===== src/sv/sve_pkg.sv =====
// ----------------------------------------------------------------------------
// sve_pkg
// Shared types and constants of the stack machine executor.
// ----------------------------------------------------------------------------
package sve_pkg;

  localparam int unsigned W = 32;
  localparam int unsigned CNT_W = $clog2(W + 1);
  localparam logic [15:0] SB_RESET = 16'd64512;

  localparam int unsigned Q_DEPTH = 2;
  localparam int unsigned Q_AW = $clog2(Q_DEPTH);
  localparam int unsigned Q_CW = $clog2(Q_DEPTH + 1);

  localparam logic CFG_FRAME_BASE = 1'b0;
  localparam logic CFG_STACK_BASE = 1'b1;

  typedef enum logic [3:0] {
    CL_NOP, CL_PUSH_VAL, CL_PUSH_MEM, CL_POP, CL_ADJ, CL_BIN,
    CL_UNARY, CL_ASSIGN, CL_JMP, CL_JCOND, CL_HOST, CL_BAD
  } cls_t;

  // order follows the binary opcodes, plain move last
  typedef enum logic [4:0] {
    ALU_ADD, ALU_SUB, ALU_MUL, ALU_DIV, ALU_REM, ALU_SHL, ALU_SHR,
    ALU_LE, ALU_GT, ALU_LT, ALU_GE, ALU_EQ, ALU_NE, ALU_OR, ALU_AND,
    ALU_XOR, ALU_LOR, ALU_LAND, ALU_MOV
  } alu_t;

  typedef enum logic [2:0] {
    UN_PREINC, UN_PREDEC, UN_ADDR, UN_DEREF, UN_NOT, UN_INV,
    UN_POSTINC, UN_POSTDEC
  } un_t;

  typedef enum logic [2:0] {
    FLT_NONE, FLT_UNKNOWN, FLT_UNDER, FLT_OVER, FLT_DIV0, FLT_ADDR, FLT_ADJUST
  } fault_t;

  typedef enum logic [3:0] {
    ST_START, ST_POP1, ST_POP2, ST_CHK, ST_MRD, ST_ALU, ST_DIVW,
    ST_WRM, ST_WRP, ST_FIN
  } st_t;

  typedef struct packed {
    cls_t        cls;
    alu_t        alu;
    un_t         un;
    logic        jz;
    logic        sub;
    logic [31:0] arg;
    logic [31:0] data;
  } uop_t;

endpackage


===== src/sv/sve_front.sv =====
// ----------------------------------------------------------------------------
// sve_front
// Decodes instructions into micro-ops and holds them in a short queue.
// ----------------------------------------------------------------------------
module sve_front
  import sve_pkg::*;
(
  input  logic               clk,
  input  logic               rst_n,
  input  logic               in_valid,
  output logic               in_ready,
  input  logic [5:0]         in_op,
  input  logic signed [31:0] in_arg,
  input  logic signed [31:0] in_host_data,
  input  logic [15:0]        frame_base,
  output logic               q_valid,
  output uop_t               q_uop,
  input  logic               q_pop
);

  localparam logic [5:0] OP_NOP       = 6'd0;
  localparam logic [5:0] OP_PUSH_IMM  = 6'd1;
  localparam logic [5:0] OP_PUSH_ABS  = 6'd2;
  localparam logic [5:0] OP_PUSH_FA   = 6'd3;
  localparam logic [5:0] OP_PUSH_FV   = 6'd4;
  localparam logic [5:0] OP_POP       = 6'd5;
  localparam logic [5:0] OP_SP_ADD    = 6'd6;
  localparam logic [5:0] OP_SP_SUB    = 6'd7;
  localparam logic [5:0] OP_BIN_FIRST = 6'd8;
  localparam logic [5:0] OP_BIN_LAST  = 6'd25;
  localparam logic [5:0] OP_UN_FIRST  = 6'd26;
  localparam logic [5:0] OP_UN_LAST   = 6'd33;
  localparam logic [5:0] OP_ASG_FIRST = 6'd34;
  localparam logic [5:0] OP_ASG_LAST  = 6'd44;
  localparam logic [5:0] OP_JMP       = 6'd45;
  localparam logic [5:0] OP_JZ        = 6'd46;
  localparam logic [5:0] OP_JNZ       = 6'd47;
  localparam logic [5:0] OP_HOST_WR   = 6'd48;

  function automatic alu_t asg_alu(input logic [3:0] idx);
    case (idx)
      4'd0:    return ALU_MOV;
      4'd1:    return ALU_ADD;
      4'd2:    return ALU_SUB;
      4'd3:    return ALU_MUL;
      4'd4:    return ALU_DIV;
      4'd5:    return ALU_REM;
      4'd6:    return ALU_SHL;
      4'd7:    return ALU_SHR;
      4'd8:    return ALU_AND;
      4'd9:    return ALU_OR;
      default: return ALU_XOR;
    endcase
  endfunction

  uop_t              dec;
  logic [31:0]       fb_arg;
  uop_t              q_mem [Q_DEPTH];
  logic [Q_AW-1:0]   wr_ptr_r, wr_ptr_nxt;
  logic [Q_AW-1:0]   rd_ptr_r, rd_ptr_nxt;
  logic [Q_CW-1:0]   count_r, count_nxt;
  logic              push;

  assign fb_arg = {16'b0, frame_base} + in_arg;

  always_comb begin
    dec      = '0;
    dec.arg  = in_arg;
    dec.data = in_arg;
    dec.cls  = CL_BAD;
    if (in_op == OP_NOP) begin
      dec.cls = CL_NOP;
    end else if (in_op == OP_PUSH_IMM) begin
      dec.cls = CL_PUSH_VAL;
    end else if (in_op == OP_PUSH_ABS) begin
      dec.cls = CL_PUSH_MEM;
    end else if (in_op == OP_PUSH_FA) begin
      dec.cls  = CL_PUSH_VAL;
      dec.data = fb_arg;
    end else if (in_op == OP_PUSH_FV) begin
      dec.cls  = CL_PUSH_MEM;
      dec.data = fb_arg;
    end else if (in_op == OP_POP) begin
      dec.cls = CL_POP;
    end else if (in_op == OP_SP_ADD || in_op == OP_SP_SUB) begin
      dec.cls = CL_ADJ;
      dec.sub = (in_op == OP_SP_SUB);
    end else if (in_op >= OP_BIN_FIRST && in_op <= OP_BIN_LAST) begin
      dec.cls = CL_BIN;
      dec.alu = alu_t'(5'(in_op - OP_BIN_FIRST));
    end else if (in_op >= OP_UN_FIRST && in_op <= OP_UN_LAST) begin
      dec.cls = CL_UNARY;
      dec.un  = un_t'(3'(in_op - OP_UN_FIRST));
    end else if (in_op >= OP_ASG_FIRST && in_op <= OP_ASG_LAST) begin
      dec.cls = CL_ASSIGN;
      dec.alu = asg_alu(4'(in_op - OP_ASG_FIRST));
    end else if (in_op == OP_JMP) begin
      dec.cls = CL_JMP;
    end else if (in_op == OP_JZ || in_op == OP_JNZ) begin
      dec.cls = CL_JCOND;
      dec.jz  = (in_op == OP_JZ);
    end else if (in_op == OP_HOST_WR) begin
      dec.cls  = CL_HOST;
      dec.data = in_host_data;
    end
  end

  assign in_ready = (count_r != Q_CW'(Q_DEPTH));
  assign push     = in_valid && in_ready;
  assign q_valid  = (count_r != '0);
  assign q_uop    = q_mem[rd_ptr_r];

  always_comb begin
    wr_ptr_nxt = push  ? wr_ptr_r + Q_AW'(1) : wr_ptr_r;
    rd_ptr_nxt = q_pop ? rd_ptr_r + Q_AW'(1) : rd_ptr_r;
    count_nxt  = count_r + Q_CW'(push) - Q_CW'(q_pop);
  end

  always_ff @(posedge clk) begin
    if (!rst_n) begin
      wr_ptr_r <= '0;
      rd_ptr_r <= '0;
      count_r  <= '0;
    end else begin
      wr_ptr_r <= wr_ptr_nxt;
      rd_ptr_r <= rd_ptr_nxt;
      count_r  <= count_nxt;
    end
  end

  always_ff @(posedge clk) begin
    if (push) begin
      q_mem[wr_ptr_r] <= dec;
    end
  end

endmodule


===== config.mk =====
export PLATFORM = sky130hd
export DESIGN_NAME = sve_front
export DESIGN_NICKNAME = d
export VERILOG_FILES = /design/src/sv/sve_pkg.sv /design/src/sv/sve_front.sv
export SDC_FILE = /design/constraint.sdc
export NUM_CORES = 1
export LEC_CHECK = 0
export BUFFER_PORTS_ARGS = -buffer_cell sky130_fd_sc_hd__buf_2
export CORE_MARGIN = 2
export CORE_UTILIZATION = 45
export CTS_CLUSTER_DIAMETER = 80
export CTS_CLUSTER_SIZE = 12
export DETAILED_ROUTE_END_ITERATION = 8
export PLACE_DENSITY = 0.74
export SLEW_MARGIN = 10
export SYNTH_ARGS = -nofsm -noshare
export SYNTH_HDL_FRONTEND = slang
export SYNTH_SLANG_ARGS = --single-unit

===== constraint.sdc =====
create_clock -name clk -period 5.6 [get_ports clk]
set_clock_uncertainty 0.1 [all_clocks]
set_input_delay 0.84 -clock clk [delete_from_list [all_inputs] [get_ports clk]]
set_output_delay 0.84 -clock clk [all_outputs]
set_load 0.005 [all_outputs]

==> results.toml, run 1 <==
[cts]
clock_path_buffers = 2
cts_buffers = 17
clkSinkCount = 161
htree_levels = 4
clk_latency_ps = 420
cts-hold-fix-buffers = 0
cts.repair.resized = 0
cts_tree = "built"
cts_setup_buffers = 0
clk_pin_slew_worst_paths_ps = 60
clockRootBuffer = "clkbuf_16"

[yosys]
synth.yosys.warnings = 0
synthCells = 614
synth_compound_area_share_pct = 12.8
avgSynthCellArea_um2 = 13.3
synth.cell_area_mm2 = 0.00819
synth_nets = 733
synth-async-reset-ratio_pct = 0
synth_edf_count = 156
seq_area_frac_synth_pct = 58.4
ys.flop_type = "edfxtp_1"
synth_mux_area_share_pct = 11.3
ys_ff_latch = 161
ys_types = 78
synthAdderAreaFrac_pct = 4.52
synth_xor_area_share_pct = 1.92
synth_simple_gate_area_share_pct = 8.90
synth_top_family_by_area = "compound AO/OA/AOI/OAI gates"

[min_path]
hp-class = "reg -> reg"

[die]
core_area_mm2 = 0.0179
io_pins = 170
start_util_pct = 45.8
die_h_um = 139
dieArea_mm2 = 0.0193
die_w_um = 139
rows = 49

[grt]
grt_max_degree = 79
antenna_found_initial = 0
grt_pass1_wl_um = 31200
grt_pass1_vias = 5798
grt_use_total_pct = 20.7
overflow = 0

[sta]
fmax_ghz = 0.270
rsz0062_at_grt = "false"
finalCriticalPeriod_ps = 3710
tightest_slew_ps = 1110
tns_ps = 0
finalHoldViolCount = 0
maxSlewHeadroom_pct = 26.3
fin_crit_sh_pct = 66.2
slew_viol_final = 0
finalSetupViolations = 0
whs_ps = 473

[worst_setup_path]
path_buf_inv = 2
max_stage_delay_ps = 900
cp.arrival_ps = 3790
cpMaxStageDelayCell = "a21oi_4"
cp-start-kind = "input pin"
critPathKind = "in -> reg"
end_kind = "register"
crit_chain = "buf_2 -> inv_1 -> ha_1 -> a21oi_1 -> nand2b_1 -> a21oi_4 -> o22ai_1 -> a311oi_1"
crit_fanout = 28
cp.required_ps = 5680
path_delay_family = "compound AO/OA/AOI/OAI gates"
r2r_slack_ps = 3250

[placement]
hpwl_um = 13900
numPortBuffers = 169
routabilityCongestion = 0.859

[status]
status = "finished clean"

[drt]
post_drt_wl_per_cell_um = 19.4
vias = 5778
dr.pass1.iters = 5
final_antenna_net_count = 0
drc = 0
drt_iter0_markers = 416
totalWireLength_um = 19900
vias_per_cell = 5.65

[power]
power_density_mw_per_mm2 = 333
ir_drop_mv = 0.231
cellLeakagePower_nw = 3.73

[final_layout]
final_layout_size_suffix_gt1_share_pct = 39.6
syn2layout_area_growth_pct = 19.3
fin_nets = 900
fillers = 1527
diodes = 0

[job]
maxCapViolCount = 0
final cells by class:
class                           instances  area [um2]  share of cell area (%)
Sequential cell                       161        4790                    49.0
Multi-Input combinational cell        417        3250                    33.3
Timing Repair Buffer                  174         883                    9.04
Clock buffer                           19         433                    4.43
Tap cell                              229         287                    2.93
Clock inverter                         12        93.8                   0.960
Inverter                               10        37.5                   0.384
power by group:
group | switching (mW) | leakage [nW] | internal, mW
Combinational | 0.347 | 1.98 | 0.282
Sequential | 0.0586 | 1.50 | 1.52
Clock | 0.443 | 0.255 | 0.601
registers in the layout, indices dropped and copies added, names as in the netlist, named ones only:
name and cells:
count_r 2, q_mem 156, rd_ptr_r 1, wr_ptr_r 1
stage by stage:
step / std cells / area [um2] / total power [mW] / utilization [%] / setup slack [ps]
final: 1022 / 9770 / 3.25 / 54.6 / 1890
after global routing: 1022 / 9770 / 3.40 / 54.6 / 1630
after CTS: 1022 / 9770 / 3.28 / 54.6 / 1910
after detailed placement: 991 / 9250 / 2.23 / 51.6 / 1480
after global placement: 991 / 9250 / 2.22 / 51.6 / 1550
after floorplan: 614 / 8190 / 1.97 / - / 788
placed cells by master, fill, tap and decap left out, types with 6 or more instances in the layout:
cell,synthesis,routed
buf_2,12,169
edfxtp_1,156,156
mux2_2,78,78
a21oi_1,44,44
nor2_1,44,43
nand2_1,29,29
ha_1,28,28
o22ai_1,23,23
clkbuf_16,0,17
o21ai_0,15,15
inv_1,9,9
xnor2_1,9,9
xor2_1,9,9
a311oi_1,8,8
nand2b_1,7,7
o21ai_1,7,7
and2_1,6,6
and3_1,7,6
and4_1,6,6
a21o_1,6,6
nor3_1,6,6
cells in the mapped netlist (3+ instances only):
| cell type | instances | share of area (%) |
|---|---|---|
| nand4_1 | 5 | 0.38 |
| a21o_1 | 6 | 0.55 |
| nand2b_1 | 7 | 0.53 |
| xor2_1 | 9 | 0.96 |
| a211oi_2 | 3 | 0.46 |
| a311oi_1 | 8 | 0.86 |
| dfxtp_1 | 5 | 1.2 |
| nor3_1 | 6 | 0.37 |
| nor2_1 | 44 | 2.0 |
| a21oi_2 | 3 | 0.32 |
| o22ai_1 | 23 | 1.8 |
| buf_2 | 12 | 0.73 |
| buf_1 | 7 | 0.32 |
| inv_1 | 9 | 0.41 |
| o21ai_0 | 15 | 0.92 |
| mux2_2 | 78 | 11 |
| and2_1 | 6 | 0.46 |
| mux2i_1 | 5 | 0.61 |
| a211oi_1 | 4 | 0.37 |
| and4_1 | 6 | 0.64 |
| edfxtp_1 | 156 | 57 |
| a22oi_1 | 4 | 0.37 |
| o21ai_1 | 7 | 0.43 |
| a31oi_1 | 5 | 0.38 |
| nand2_1 | 29 | 1.3 |
| and3_1 | 7 | 0.53 |
| a21oi_1 | 44 | 2.7 |
| ha_1 | 28 | 4.3 |
| nand3_1 | 3 | 0.18 |
| xnor2_1 | 9 | 0.96 |
path summary, 6_finish.rpt:
path	startpoint	end	depth (start not counted)
min reg2reg	rd_ptr_r	register	2
min	rd_ptr_r	register	2
max	in_op[1]	q_mem[0][25]	8
max reg2reg	count_r[0]	q_mem[0][8]	4
layer usage:
layer / vias up / wire (um) / global-route usage (%)
met4: 0 / 445 / 7.28
met2: 227 / 9510 / 33.8
li1: 2729 / - / -
met3: 31 / 1350 / 4.66
met1: 2791 / 8540 / 27.4
met5: - / 0 / 0
cell families (layout without fill, tap and decap cells):
family          after synthesis  after routing
compound gates              152            152
simple gates                135            135
xor+xnor                     18             18
buf+inv                      36            215
flops                       161            161
fa+ha+maj                    29             29
mux                          83             83
worst register-to-register path, stage by stage (launching register included):
cell      delay, ps
dfxtp_1         340
nand2b_1        150
nand2_1         130
nor2_4          720
buf_4           550
(Power assumes the default switching activity.)
==> inputs of run 2 (changes only) <==
Settings changed: ABC_AREA from default to 1, PLACE_DENSITY 0.74 to 0.73.
Clock period 5.6 ns to 3.7 ns, I/O delays scaled along.
==> run 2 against run 1 <==
Effect of this change:
- worst hold slack got worse by 220 ps
- critical path depth increased by 3
- clock power is 58% higher
- die area is 7.5% higher
- sequential share of layout area decreased by 3.4 points
- critical endpoint is now q_mem[1][65]
- largest power group unchanged
==> results.toml, run 2 <==
[status]
status = "finished clean"

[placement]
routabilityCongestion = 0.871
dpl-instance-area_mm2 = 0.00996
dp_cells = 1296
hpwl_um = 15400
numPortBuffers = 169

[yosys]
synth_edf_count = 156
synth_most_common_cell = "nand2_1"
synth.yosys.warnings = 0
synthTopCellsByArea = "edfxtp_1 (53%), mux2_2 (10%), nand2_1 (8.9%)"
ys_types = 39
yosys-top-cells-count = "nand2_1 (209), edfxtp_1 (156), inv_1 (83)"
synth_nets = 1000
synth_top_area_share_pct = 53.1
synthCells = 881
ys.flop_type = "edfxtp_1"
synth-async-reset-ratio_pct = 0
synth_top_cell_by_area = "edfxtp_1"
avgSynthCellArea_um2 = 10.0
seq_area_frac_synth_pct = 54.2
ys_ff_latch = 161
synth.cell_area_mm2 = 0.00883

[job]
maxCapViolCount = 0

[drt]
drt_iter0_markers = 474
vias_per_cell = 5.16
vias = 6852
final_antenna_net_count = 0
post_drt_wl_per_cell_um = 16.3
totalWireLength_um = 21700
dr.pass1.iters = 5
drc = 0

[power]
ir_drop_mv = 0.333
power_mw = 4.80
cellLeakagePower_nw = 4.42
power_density_mw_per_mm2 = 457

[sta]
fin_crit_sh_pct = 79.2
rsz0062_at_grt = "false"
whs_ps = 254
finalSetupViolations = 0
slew_viol_final = 0
tns_ps = 0
fmax_ghz = 0.341
maxSlewHeadroom_pct = 45.7
finalCriticalPeriod_ps = 2930
finalHoldViolCount = 0
tightest_slew_ps = 815

[worst_setup_path]
crit_chain = "buf_2 -> inv_1 -> ha_1 -> inv_1 -> nor3_2 -> nor3_4 -> buf_4 -> nand2_2 -> nor2_1 -> nand2_1 -> nor4_2"
path_delay_family = "simple AND/OR/NAND/NOR gates"
critPathLaunch = "in_op[1]"
cp.required_ps = 3830
crit_fanout = 24
cpMaxStageDelayCell = "nor3_4"
cp.arrival_ps = 3070
cp-start-kind = "input pin"
r2r_start = "count_r[0]"
end_kind = "register"
critPathKind = "in -> reg"
path_buf_inv = 4
worst_path_most_repeated_cell = "inv_1"
max_stage_delay_ps = 640

[grt]
grt_pass1_vias = 6594
overflow = 0
grt_pass1_wl_um = 33400
antenna_found_initial = 1
grt_use_total_pct = 21.2
grt_max_degree = 56

[final_layout]
finish.instance_area_mm2 = 0.0105
largest_register = "q_mem"
reg_top3 = "q_mem x156, count_r x2"
largest_reg_flops = 156
syn2layout_area_growth_pct = 19.0
final_layout_size_suffix_gt1_share_pct = 28.3
final_cells = 1328
layout_common_cells = "nand2_1 (209), buf_2 (169), edfxtp_1 (156)"
fin_nets = 1169
diodes = 0
final_common_cell = "nand2_1"

[cts]
cts-hold-fix-buffers = 0
clk_latency_ps = 420
clockRootBuffer = "clkbuf_16"
cts.repair.resized = 0
cts_tree = "built"
clk_pin_slew_worst_paths_ps = 60
clock_path_buffers = 2
cts_buffers = 17
htree_levels = 4
clkSinkCount = 161
cts_setup_buffers = 0

[min_path]
hold_start = "rst_n"
hp-class = "in -> reg"

[die]
die_w_um = 144
io_pins = 170
dieArea_mm2 = 0.0208
start_util_pct = 45.7
die_h_um = 144
core_area_mm2 = 0.0193
rows = 51
## run 2: cell types whose count changed in the layout (fill, tap and decap cells not counted), sizes merged, moves of 7 or more
cell	change
nand2b	-7
a211oi	-7
a311oi	-9
nand2	+181
nor2	+7
o21ai	+30
inv	+78
o22ai	-21
and3	-8
nor3	+9
o211ai	+9
nand3	+58
## run 2: layout make-up
type                    count  area, um2
inverters                  89        334
repair buffers            178        926
fillers                  1733       8830
clock buffers              18        429
flip-flops and latches    161       4790
well taps                 265        332
multi-input cells         603       3580
clock inverters            14        116
## run 2: cells by family after synthesis
family                   share of synthesized area [%]
AO/OA/AOI/OAI                                     7.88
XOR/XNOR                                          1.19
adder cells (fa/ha/maj)                           4.20
buffers and inverters                             5.43
flip-flops                                        54.2
multiplexers                                      9.95
AND/OR/NAND/NOR                                   17.2
## run 2: layer usage
layer  up-vias  GRT usage [%]  share of wire (%)
li1       3399              -                  -
met1      3240           28.6                 46
met2       189           34.6                 48
met3        22           4.83                5.5
met4         2           5.83                1.1
met5         -              0              0.051
## run 2: stage by stage
stage               utilization, %  setup slack (ps)
floorplan                        -               468
global placement              51.5               416
detailed placement            51.5               355
CTS                           54.3               794
global route                  54.3               515
finish                        54.3               768
## run 2: worst min-delay path, cell delays in order
cell and delay (ps):
buf_2 110, nand2_1 50, inv_1 40
## run 2: worst paths after layout
path,to,slack (ps),cells after the start
worst max-delay path,q_mem[1][65],770,11
worst min-delay path,count_r[0],250,3
worst max register to register,q_mem[0][0],1750,5
worst min register to register,count_r[1],400,2
## run 2: power by group
part           switching (mW)  total (mW)  internal [mW]
logic                   0.509       0.878          0.369
registers              0.0583        2.29           2.23
clock network           0.716        1.64          0.919
